## src/rtl/kcl_pkg.sv

```systemverilog
// ----------------------------------------------------------------------------
// kcl_pkg
// Types, constants and a helper function shared by the keypad code lock.
// ----------------------------------------------------------------------------
package kcl_pkg;

  localparam int CODE_LENGTH_DEF = 4;

  localparam int COORD_W = 10;
  localparam int EDGE_W  = 11;
  localparam int KEY_W   = 4;
  localparam int EV_W    = 3;
  localparam int DIGIT_W = 4;
  localparam int CNT_OUT_W = 3;

  localparam int GRID_COLS = 3;
  localparam int GRID_ROWS = 4;

  localparam logic [KEY_W-1:0] KEY_OK     = 4'd9;
  localparam logic [KEY_W-1:0] KEY_CANCEL = 4'd11;
  localparam logic [KEY_W-1:0] KEY_NONE   = 4'd12;

  localparam logic [EV_W-1:0] EV_NONE   = 3'd0;
  localparam logic [EV_W-1:0] EV_DIGIT  = 3'd1;
  localparam logic [EV_W-1:0] EV_ACCEPT = 3'd2;
  localparam logic [EV_W-1:0] EV_REJECT = 3'd3;
  localparam logic [EV_W-1:0] EV_SHORT  = 3'd4;
  localparam logic [EV_W-1:0] EV_CANCEL = 3'd5;
  localparam logic [EV_W-1:0] EV_FULL   = 3'd6;

  localparam int CFG_IDX_W  = 2;
  localparam int CFG_DATA_W = 16;

  localparam logic [CFG_IDX_W-1:0] CFG_PIN_CODE      = 2'd0;
  localparam logic [CFG_IDX_W-1:0] CFG_BUTTON_WIDTH  = 2'd1;
  localparam logic [CFG_IDX_W-1:0] CFG_BUTTON_HEIGHT = 2'd2;
  localparam logic [CFG_IDX_W-1:0] CFG_KEY_GAP       = 2'd3;

  localparam logic [15:0] PIN_CODE_RST      = 16'h4321;
  localparam logic [7:0]  BUTTON_WIDTH_RST  = 8'd64;
  localparam logic [7:0]  BUTTON_HEIGHT_RST = 8'd65;
  localparam logic [5:0]  KEY_GAP_RST       = 6'd12;

  typedef struct packed {
    logic [COORD_W-1:0] touch_x;
    logic [COORD_W-1:0] touch_y;
    logic               pressed;
  } in_t;

  typedef struct packed {
    logic [EV_W-1:0]      event_code;
    logic [DIGIT_W-1:0]   key_digit;
    logic [CNT_OUT_W-1:0] entered_count;
    logic [KEY_W-1:0]     highlighted_key;
    logic                 approved;
  } out_t;

  typedef struct packed {
    logic [7:0] button_width;
    logic [7:0] button_height;
    logic [5:0] key_gap;
  } layout_t;

  // Keys 0 to 8 carry the digits 1 to 9; the digit-zero key and the
  // command keys carry zero.
  function automatic logic [DIGIT_W-1:0] key_value(input logic [KEY_W-1:0] key);
    logic [DIGIT_W-1:0] val;
    val = (key < KEY_OK) ? key + 4'd1 : 4'd0;
    return val;
  endfunction

endpackage

```

## src/rtl/kcl_hit.sv

```systemverilog
// ----------------------------------------------------------------------------
// kcl_hit
// Hit test of a touch point against the 3 x 4 key grid, strictly inside.
// ----------------------------------------------------------------------------
module kcl_hit (
  input  logic [kcl_pkg::COORD_W-1:0] touch_x,
  input  logic [kcl_pkg::COORD_W-1:0] touch_y,
  input  kcl_pkg::layout_t            layout,
  output logic [kcl_pkg::KEY_W-1:0]   key_idx
);
  import kcl_pkg::*;

  logic [EDGE_W-1:0] x_lo [GRID_COLS];
  logic [EDGE_W-1:0] x_hi [GRID_COLS];
  logic [EDGE_W-1:0] y_lo [GRID_ROWS];
  logic [EDGE_W-1:0] y_hi [GRID_ROWS];
  logic [GRID_COLS-1:0] in_col;
  logic [GRID_ROWS-1:0] in_row;
  logic [EDGE_W-1:0] px;
  logic [EDGE_W-1:0] py;
  logic [EDGE_W-1:0] w_ext;
  logic [EDGE_W-1:0] h_ext;
  logic [EDGE_W-1:0] g_ext;

  assign px    = EDGE_W'(touch_x);
  assign py    = EDGE_W'(touch_y);
  assign w_ext = EDGE_W'(layout.button_width);
  assign h_ext = EDGE_W'(layout.button_height);
  assign g_ext = EDGE_W'(layout.key_gap);

  always_comb begin
    x_lo[0] = g_ext;
    for (int c = 1; c < GRID_COLS; c++) begin
      x_lo[c] = x_lo[c-1] + w_ext + g_ext;
    end
    for (int c = 0; c < GRID_COLS; c++) begin
      x_hi[c]   = x_lo[c] + w_ext;
      in_col[c] = (x_lo[c] < px) && (px < x_hi[c]);
    end
    y_lo[0] = g_ext;
    for (int r = 1; r < GRID_ROWS; r++) begin
      y_lo[r] = y_lo[r-1] + h_ext + g_ext;
    end
    for (int r = 0; r < GRID_ROWS; r++) begin
      y_hi[r]   = y_lo[r] + h_ext;
      in_row[r] = (y_lo[r] < py) && (py < y_hi[r]);
    end
  end

  // The lowest key index wins, so the scan runs from the last key down.
  always_comb begin
    key_idx = KEY_NONE;
    for (int r = GRID_ROWS - 1; r >= 0; r--) begin
      for (int c = GRID_COLS - 1; c >= 0; c--) begin
        if (in_row[r] && in_col[c]) begin
          key_idx = KEY_W'(r * GRID_COLS + c);
        end
      end
    end
  end

endmodule

```

## src/rtl/kcl_ctrl.sv

```systemverilog
// ----------------------------------------------------------------------------
// kcl_ctrl
// Press latch, highlight, digit buffer and code compare for one sample.
// ----------------------------------------------------------------------------
module kcl_ctrl #(
  parameter int CODE_LENGTH = kcl_pkg::CODE_LENGTH_DEF
) (
  input  logic                      clk,
  input  logic                      rst_n,
  input  logic                      step,
  input  logic                      pressed,
  input  logic [kcl_pkg::KEY_W-1:0] key_idx,
  input  logic [15:0]               pin_code,
  output kcl_pkg::out_t             result
);
  import kcl_pkg::*;

  localparam int CNT_W = $clog2(CODE_LENGTH + 1);
  localparam int IDX_W = (CODE_LENGTH > 1) ? $clog2(CODE_LENGTH) : 1;
  localparam int PIN_W = (CODE_LENGTH * 4 > 16) ? CODE_LENGTH * 4 : 16;

  logic [DIGIT_W-1:0] digit_store_r [CODE_LENGTH];
  logic [CNT_W-1:0]   count_r;
  logic [CNT_W-1:0]   count_nxt;
  logic               latched_r;
  logic               latched_nxt;
  logic [KEY_W-1:0]   active_r;
  logic [KEY_W-1:0]   active_nxt;
  logic               wr_en;
  logic [DIGIT_W-1:0] digit;
  logic [EV_W-1:0]    ev;
  logic               ok;
  logic               full;
  logic               match;
  logic [PIN_W-1:0]   pin_ext;

  assign pin_ext = PIN_W'(pin_code);
  assign full    = (count_r == CNT_W'(CODE_LENGTH));

  always_comb begin
    match = 1'b1;
    for (int i = 0; i < CODE_LENGTH; i++) begin
      if (digit_store_r[i] != pin_ext[(CODE_LENGTH - 1 - i) * 4 +: 4]) begin
        match = 1'b0;
      end
    end
  end

  always_comb begin
    latched_nxt = latched_r;
    active_nxt  = active_r;
    count_nxt   = count_r;
    ev          = EV_NONE;
    digit       = '0;
    ok          = 1'b0;
    wr_en       = 1'b0;
    if (!pressed) begin
      latched_nxt = 1'b0;
      active_nxt  = KEY_NONE;
    end else if (!latched_r) begin
      latched_nxt = 1'b1;
      if (key_idx != KEY_NONE) begin
        active_nxt = key_idx;
        if (full) begin
          if (key_idx == KEY_OK) begin
            ok = match;
            ev = match ? EV_ACCEPT : EV_REJECT;
          end else begin
            ev = EV_FULL;
          end
          count_nxt = '0;
        end else if (key_idx == KEY_OK) begin
          ev        = EV_SHORT;
          count_nxt = '0;
        end else if (key_idx == KEY_CANCEL) begin
          ev        = EV_CANCEL;
          count_nxt = '0;
        end else begin
          digit     = key_value(key_idx);
          wr_en     = 1'b1;
          count_nxt = count_r + 1'b1;
          ev        = EV_DIGIT;
        end
      end
    end else if (key_idx != KEY_NONE && active_r != KEY_NONE && key_idx != active_r) begin
      active_nxt = KEY_NONE;
    end
  end

  always_comb begin
    result.event_code      = ev;
    result.key_digit       = digit;
    result.entered_count   = CNT_OUT_W'(count_nxt);
    result.highlighted_key = active_nxt;
    result.approved        = ok;
  end

  always_ff @(posedge clk) begin
    if (!rst_n) begin
      count_r   <= '0;
      latched_r <= 1'b0;
      active_r  <= KEY_NONE;
    end else if (step) begin
      count_r   <= count_nxt;
      latched_r <= latched_nxt;
      active_r  <= active_nxt;
    end
  end

  always_ff @(posedge clk) begin
    if (step && wr_en) begin
      digit_store_r[count_r[IDX_W-1:0]] <= digit;
    end
  end

endmodule

```

## src/rtl/touch_keypad_code_lock.sv

```systemverilog
// ----------------------------------------------------------------------------
// touch_keypad_code_lock
// Stages: the input register holds a sample, the result register its result.
// Throughput: one sample per cycle while out_ready is high.
// Reset: synchronous, active low; clears both pipeline stages, the entry
// count, the press latch and the highlight, and loads the register defaults.
// ----------------------------------------------------------------------------
module touch_keypad_code_lock #(
  parameter int CODE_LENGTH = kcl_pkg::CODE_LENGTH_DEF
) (
  input  logic                           clk,
  input  logic                           rst_n,
  input  logic                           in_valid,
  output logic                           in_ready,
  input  kcl_pkg::in_t                   in_data,
  output logic                           out_valid,
  input  logic                           out_ready,
  output kcl_pkg::out_t                  out_data,
  input  logic                           cfg_we,
  input  logic [kcl_pkg::CFG_IDX_W-1:0]  cfg_addr,
  input  logic [kcl_pkg::CFG_DATA_W-1:0] cfg_wdata
);
  import kcl_pkg::*;

  logic [15:0]      pin_code_r;
  layout_t          layout_r;
  logic             smp_valid_r;
  in_t              smp_r;
  logic             res_valid_r;
  out_t             res_r;
  logic             adv;
  logic [KEY_W-1:0] key_idx;
  out_t             result;

  assign adv       = smp_valid_r && (!res_valid_r || out_ready);
  assign in_ready  = !smp_valid_r || adv;
  assign out_valid = res_valid_r;
  assign out_data  = res_r;

  always_ff @(posedge clk) begin
    if (!rst_n) begin
      pin_code_r             <= PIN_CODE_RST;
      layout_r.button_width  <= BUTTON_WIDTH_RST;
      layout_r.button_height <= BUTTON_HEIGHT_RST;
      layout_r.key_gap       <= KEY_GAP_RST;
    end else if (cfg_we) begin
      case (cfg_addr)
        CFG_PIN_CODE:      pin_code_r             <= cfg_wdata[15:0];
        CFG_BUTTON_WIDTH:  layout_r.button_width  <= cfg_wdata[7:0];
        CFG_BUTTON_HEIGHT: layout_r.button_height <= cfg_wdata[7:0];
        CFG_KEY_GAP:       layout_r.key_gap       <= cfg_wdata[5:0];
        default: begin
        end
      endcase
    end
  end

  always_ff @(posedge clk) begin
    if (!rst_n) begin
      smp_valid_r <= 1'b0;
    end else if (in_ready) begin
      smp_valid_r <= in_valid;
    end
  end

  always_ff @(posedge clk) begin
    if (in_valid && in_ready) begin
      smp_r <= in_data;
    end
  end

  kcl_hit u_hit (
    .touch_x (smp_r.touch_x),
    .touch_y (smp_r.touch_y),
    .layout  (layout_r),
    .key_idx (key_idx)
  );

  kcl_ctrl #(
    .CODE_LENGTH (CODE_LENGTH)
  ) u_ctrl (
    .clk      (clk),
    .rst_n    (rst_n),
    .step     (adv),
    .pressed  (smp_r.pressed),
    .key_idx  (key_idx),
    .pin_code (pin_code_r),
    .result   (result)
  );

  always_ff @(posedge clk) begin
    if (!rst_n) begin
      res_valid_r <= 1'b0;
    end else if (adv) begin
      res_valid_r <= 1'b1;
    end else if (out_ready) begin
      res_valid_r <= 1'b0;
    end
  end

  always_ff @(posedge clk) begin
    if (adv) begin
      res_r <= result;
    end
  end

endmodule

```

## config.mk

```make
export PLATFORM = sky130hd
export DESIGN_NAME = touch_keypad_code_lock
export DESIGN_NICKNAME = d
export VERILOG_FILES = /design/src/rtl/kcl_pkg.sv /design/src/rtl/kcl_hit.sv /design/src/rtl/kcl_ctrl.sv /design/src/rtl/touch_keypad_code_lock.sv
export SDC_FILE = /design/constraint.sdc
export NUM_CORES = 1
export LEC_CHECK = 0
export ABC_CLOCK_PERIOD_IN_PS = 10900
export BUFFER_PORTS_ARGS = -buffer_cell sky130_fd_sc_hd__buf_2
export CAP_MARGIN = 20
export CORE_ASPECT_RATIO = 0.8
export CORE_MARGIN = 8
export CORE_UTILIZATION = 35
export DETAILED_ROUTE_END_ITERATION = 16
export PLACE_DENSITY = 0.51
export SYNTH_ARGS = -nofsm -noshare
export SYNTH_HDL_FRONTEND = slang
export SYNTH_SLANG_ARGS = --single-unit
```

## constraint.sdc

```tcl
create_clock -name clk -period 10.9 [get_ports clk]
set_clock_uncertainty 0.05 [all_clocks]
set_input_delay 2.18 -clock clk [delete_from_list [all_inputs] [get_ports clk]]
set_output_delay 2.18 -clock clk [all_outputs]
set_load 0.03 [all_outputs]
```

==> reports/summary.txt <==
crit path to - out_data[11]$_DFFE_PP_
Initial Util - 0.355
gr ovfl total - 0
maximum clock insertion buffer count - 2
pwr dens - 205 nW/µm²
critical path capture point type - flop
CTS sink count - 100
IO Pins - 61
TritonCTS Buffers - 9
Max-Cap Viols - 0
RSZ-0062 raised after global routing - no
Distinct cells, synth - 92
Worst-path clk slew - 0.08 ns
sequential cell area - 2520 µm²
Area Growth Syn to Fin - 11.3%
Worst VDD drop - 0.119 mV
most used cell, CP - ha_1
core area - 31400 µm²
number of global-route vias before repair - 9019
worst slew pin tran - 1.07 ns
worst flop-to-flop path endpoint - out_data[11]$_DFFE_PP_
EDFF count, synth - 52
Post-synth top cells - 199 x ha_1, 125 x nand2_1, 100 x inv_1
filler cell count - 3204
CP peak stage delay - 0.55 ns
CP Data Required Time - 11.04 ns
Avg Cell Area, Syn - 8.76 µm²
Syn Inst Count - 1273
R2R Path Start - layout_r[6]$_SDFFE_PN1P_
Yosys reg bits - 100
total track usage - 0.172
WHS Path Cells - 2
final max-slew violation count - 0
top cell type by total area after synthesis - ha_1
synth warn - 0
I/O Buffers - 60
Via density - 5.30
top-count cell post-synth - ha_1
final instance area - 12400 µm²
startpoint types - flop
diode count - 0
largest net degree at the start of global routing - 52
largest cells by area after synthesis - ha_1 22%, edfxtp_1 14%, dfxtp_1 8.6%
dpl hpwl - 26500 µm
Tcrit/Tclk final - 0.925
die area - 37900 µm²
drt wl/cell - 18.5 µm
final cell count without fillers - 1767
Post-Place Worst Slack - 0.349 ns
placed insts - 1748
Worst Path Class, Setup - reg2reg
GPL Wtd Cong - 0.880
chip width - 216 µm
Synth top area share - 0.223
sequential share of the synthesized area - 0.226
min Tclk post-route - 10.08 ns
Vias - 9358
Iter 0 DRT Violations - 647
first-pass GRT wire length - 52200 µm
final setup fails - 0
Layout Nets - 1597
status - completed
Final Hold Fails - 0
hold slack - 0.430 ns
footprint of the multi-input gates - 8250 µm²
static leakage - 5.50 nW
DRC viols - 0
Most used DFF post-synth - edfxtp_1
die height - 176 µm
fin worst setup slack - 0.815 ns
final WL - 32700 µm
Critical Path AT - 10.23 ns
Hold Crit Class - reg2reg
initial antenna violation count - 0
Post-synth ARST share - 0
CTS tree - yes
antenna-violating nets left - 0
R2R Setup Slk - 0.82 ns
H-tree depth - 3
Post-Synthesis Cell Area - 11100 µm²
worst skew pair latency - 0.37 ns
crit path from - layout_r[6]$_SDFFE_PN1P_
row count - 58
FMAX - 99.2 MHz
Reg2Reg Depth - 40
critical path's slowest cell - o21ai_0
number of detailed-routing iterations run before antenna repair - 5
Clock Root Buffer - clkbuf_16
placed instance area - 12000 µm²
Slew HR - 0.270
ratio of cells with drive above 1 in the final layout - 0.102
worst-path fanout max - 13
Setup TNS - 0 ns
## registers in the layout (all words and copies together), names as in the netlist
signal,count
u_ctrl.latched_r,1
u_ctrl.count_r,3
pin_code_r,16
out_data,15
smp_valid_r,1
out_valid,1
layout_r,22
u_ctrl.digit_store_r,16
smp_r,21
u_ctrl.active_r,4
## report_power, final
| group | total, W | internal [W] | switching [W] |
|---|---|---|---|
| sequential | 0.000468 | 0.000441 | 0.0000271 |
| combinational | 0.00172 | 0.000693 | 0.00103 |
| clock | 0.000353 | 0.000186 | 0.000167 |
| total | 0.00254 | 0.00132 | 0.00122 |
## layer usage
layer  part of all wire  GRT usage
met5                  0          0
met4              0.014     0.0343
met3              0.043     0.0292
met2               0.39      0.239
met1               0.56      0.270
## stage by stage
stage               utilization  total power, W
floorplan                     -         0.00173
global placement          0.382         0.00212
detailed placement        0.382         0.00212
CTS                       0.392         0.00250
global route              0.395         0.00279
finish                    0.395         0.00254
## logic make-up after synthesis
| logic type | count (synthesis) | synth area share |
|---|---|---|
| adder cells (fa/ha/maj) | 211 | 0.245 |
| XOR/XNOR | 86 | 0.0750 |
| other | 1 | 0.000336 |
| flip-flops | 100 | 0.226 |
| AO/OA/AOI/OAI | 377 | 0.236 |
| AND/OR/NAND/NOR | 362 | 0.162 |
| multiplexers | 17 | 0.0155 |
| buffers and inverters | 119 | 0.0401 |
## worst max-delay path, delay by kind of cell (launching register included)
family | cells | cell delay [ns]
flip-flops | 1 | 0.33
AO/OA/AOI/OAI | 16 | 3.63
adder cells (fa/ha/maj) | 10 | 3.43
XOR/XNOR | 5 | 1.04
AND/OR/NAND/NOR | 6 | 1.07
buffers and inverters | 3 | 0.32
## what timing repair did
action	CTS	global route
hold buffers	0	0
setup endpoints to repair	0	44
gates resized for setup	0	14
buffers inserted	0	3
## area by class of cell
type | count | area share
clock inverters | 7 | 0.00807
repair buffers | 75 | 0.0333
flip-flops and latches | 100 | 0.203
inverters | 101 | 0.0305
clock buffers | 9 | 0.0181
well taps | 420 | 0.0423
multi-input cells | 1055 | 0.664
## worst min-delay path by stage
| stage | slack (ns) | start | to |
|---|---|---|---|
| final | 0.43 | pin_code_r[6]$_SDFFE_PN0P_ | pin_code_r[6]$_SDFFE_PN0P_ |
| after global routing | 0.46 | pin_code_r[7]$_SDFFE_PN0P_ | pin_code_r[7]$_SDFFE_PN0P_ |
| after CTS | 0.43 | pin_code_r[6]$_SDFFE_PN0P_ | pin_code_r[6]$_SDFFE_PN0P_ |
| after detailed placement | 0.42 | pin_code_r[6]$_SDFFE_PN0P_ | pin_code_r[6]$_SDFFE_PN0P_ |
| after global placement | 0.42 | pin_code_r[6]$_SDFFE_PN0P_ | pin_code_r[6]$_SDFFE_PN0P_ |
| after floorplan | 0.41 | pin_code_r[10]$_SDFFE_PN0P_ | pin_code_r[10]$_SDFFE_PN0P_ |
## cells in the final DEF (no fill, tap or decap), types with 8 or more instances in the layout
cell type | Yosys | routed
a31oi_1 | 8 | 8
nor2b_1 | 42 | 42
xor2_1 | 37 | 37
a21o_1 | 22 | 22
o21ai_0 | 64 | 64
nand3_1 | 24 | 24
a211oi_1 | 15 | 14
xnor2_1 | 44 | 44
inv_1 | 100 | 100
a21boi_0 | 25 | 24
nor3_1 | 19 | 18
buf_2 | 0 | 60
o211ai_1 | 15 | 15
dfxtp_1 | 48 | 48
clkbuf_16 | 0 | 9
o31a_1 | 10 | 10
nand2b_1 | 19 | 19
edfxtp_1 | 52 | 52
nand2_1 | 125 | 125
fa_1 | 12 | 12
o21a_1 | 37 | 37
buf_4 | 0 | 15
and2_1 | 11 | 10
ha_1 | 199 | 199
a21oi_1 | 85 | 84
o21bai_1 | 13 | 13
mux2i_1 | 15 | 15
nor2_1 | 66 | 64
Power figures use the tool's default switching activity.
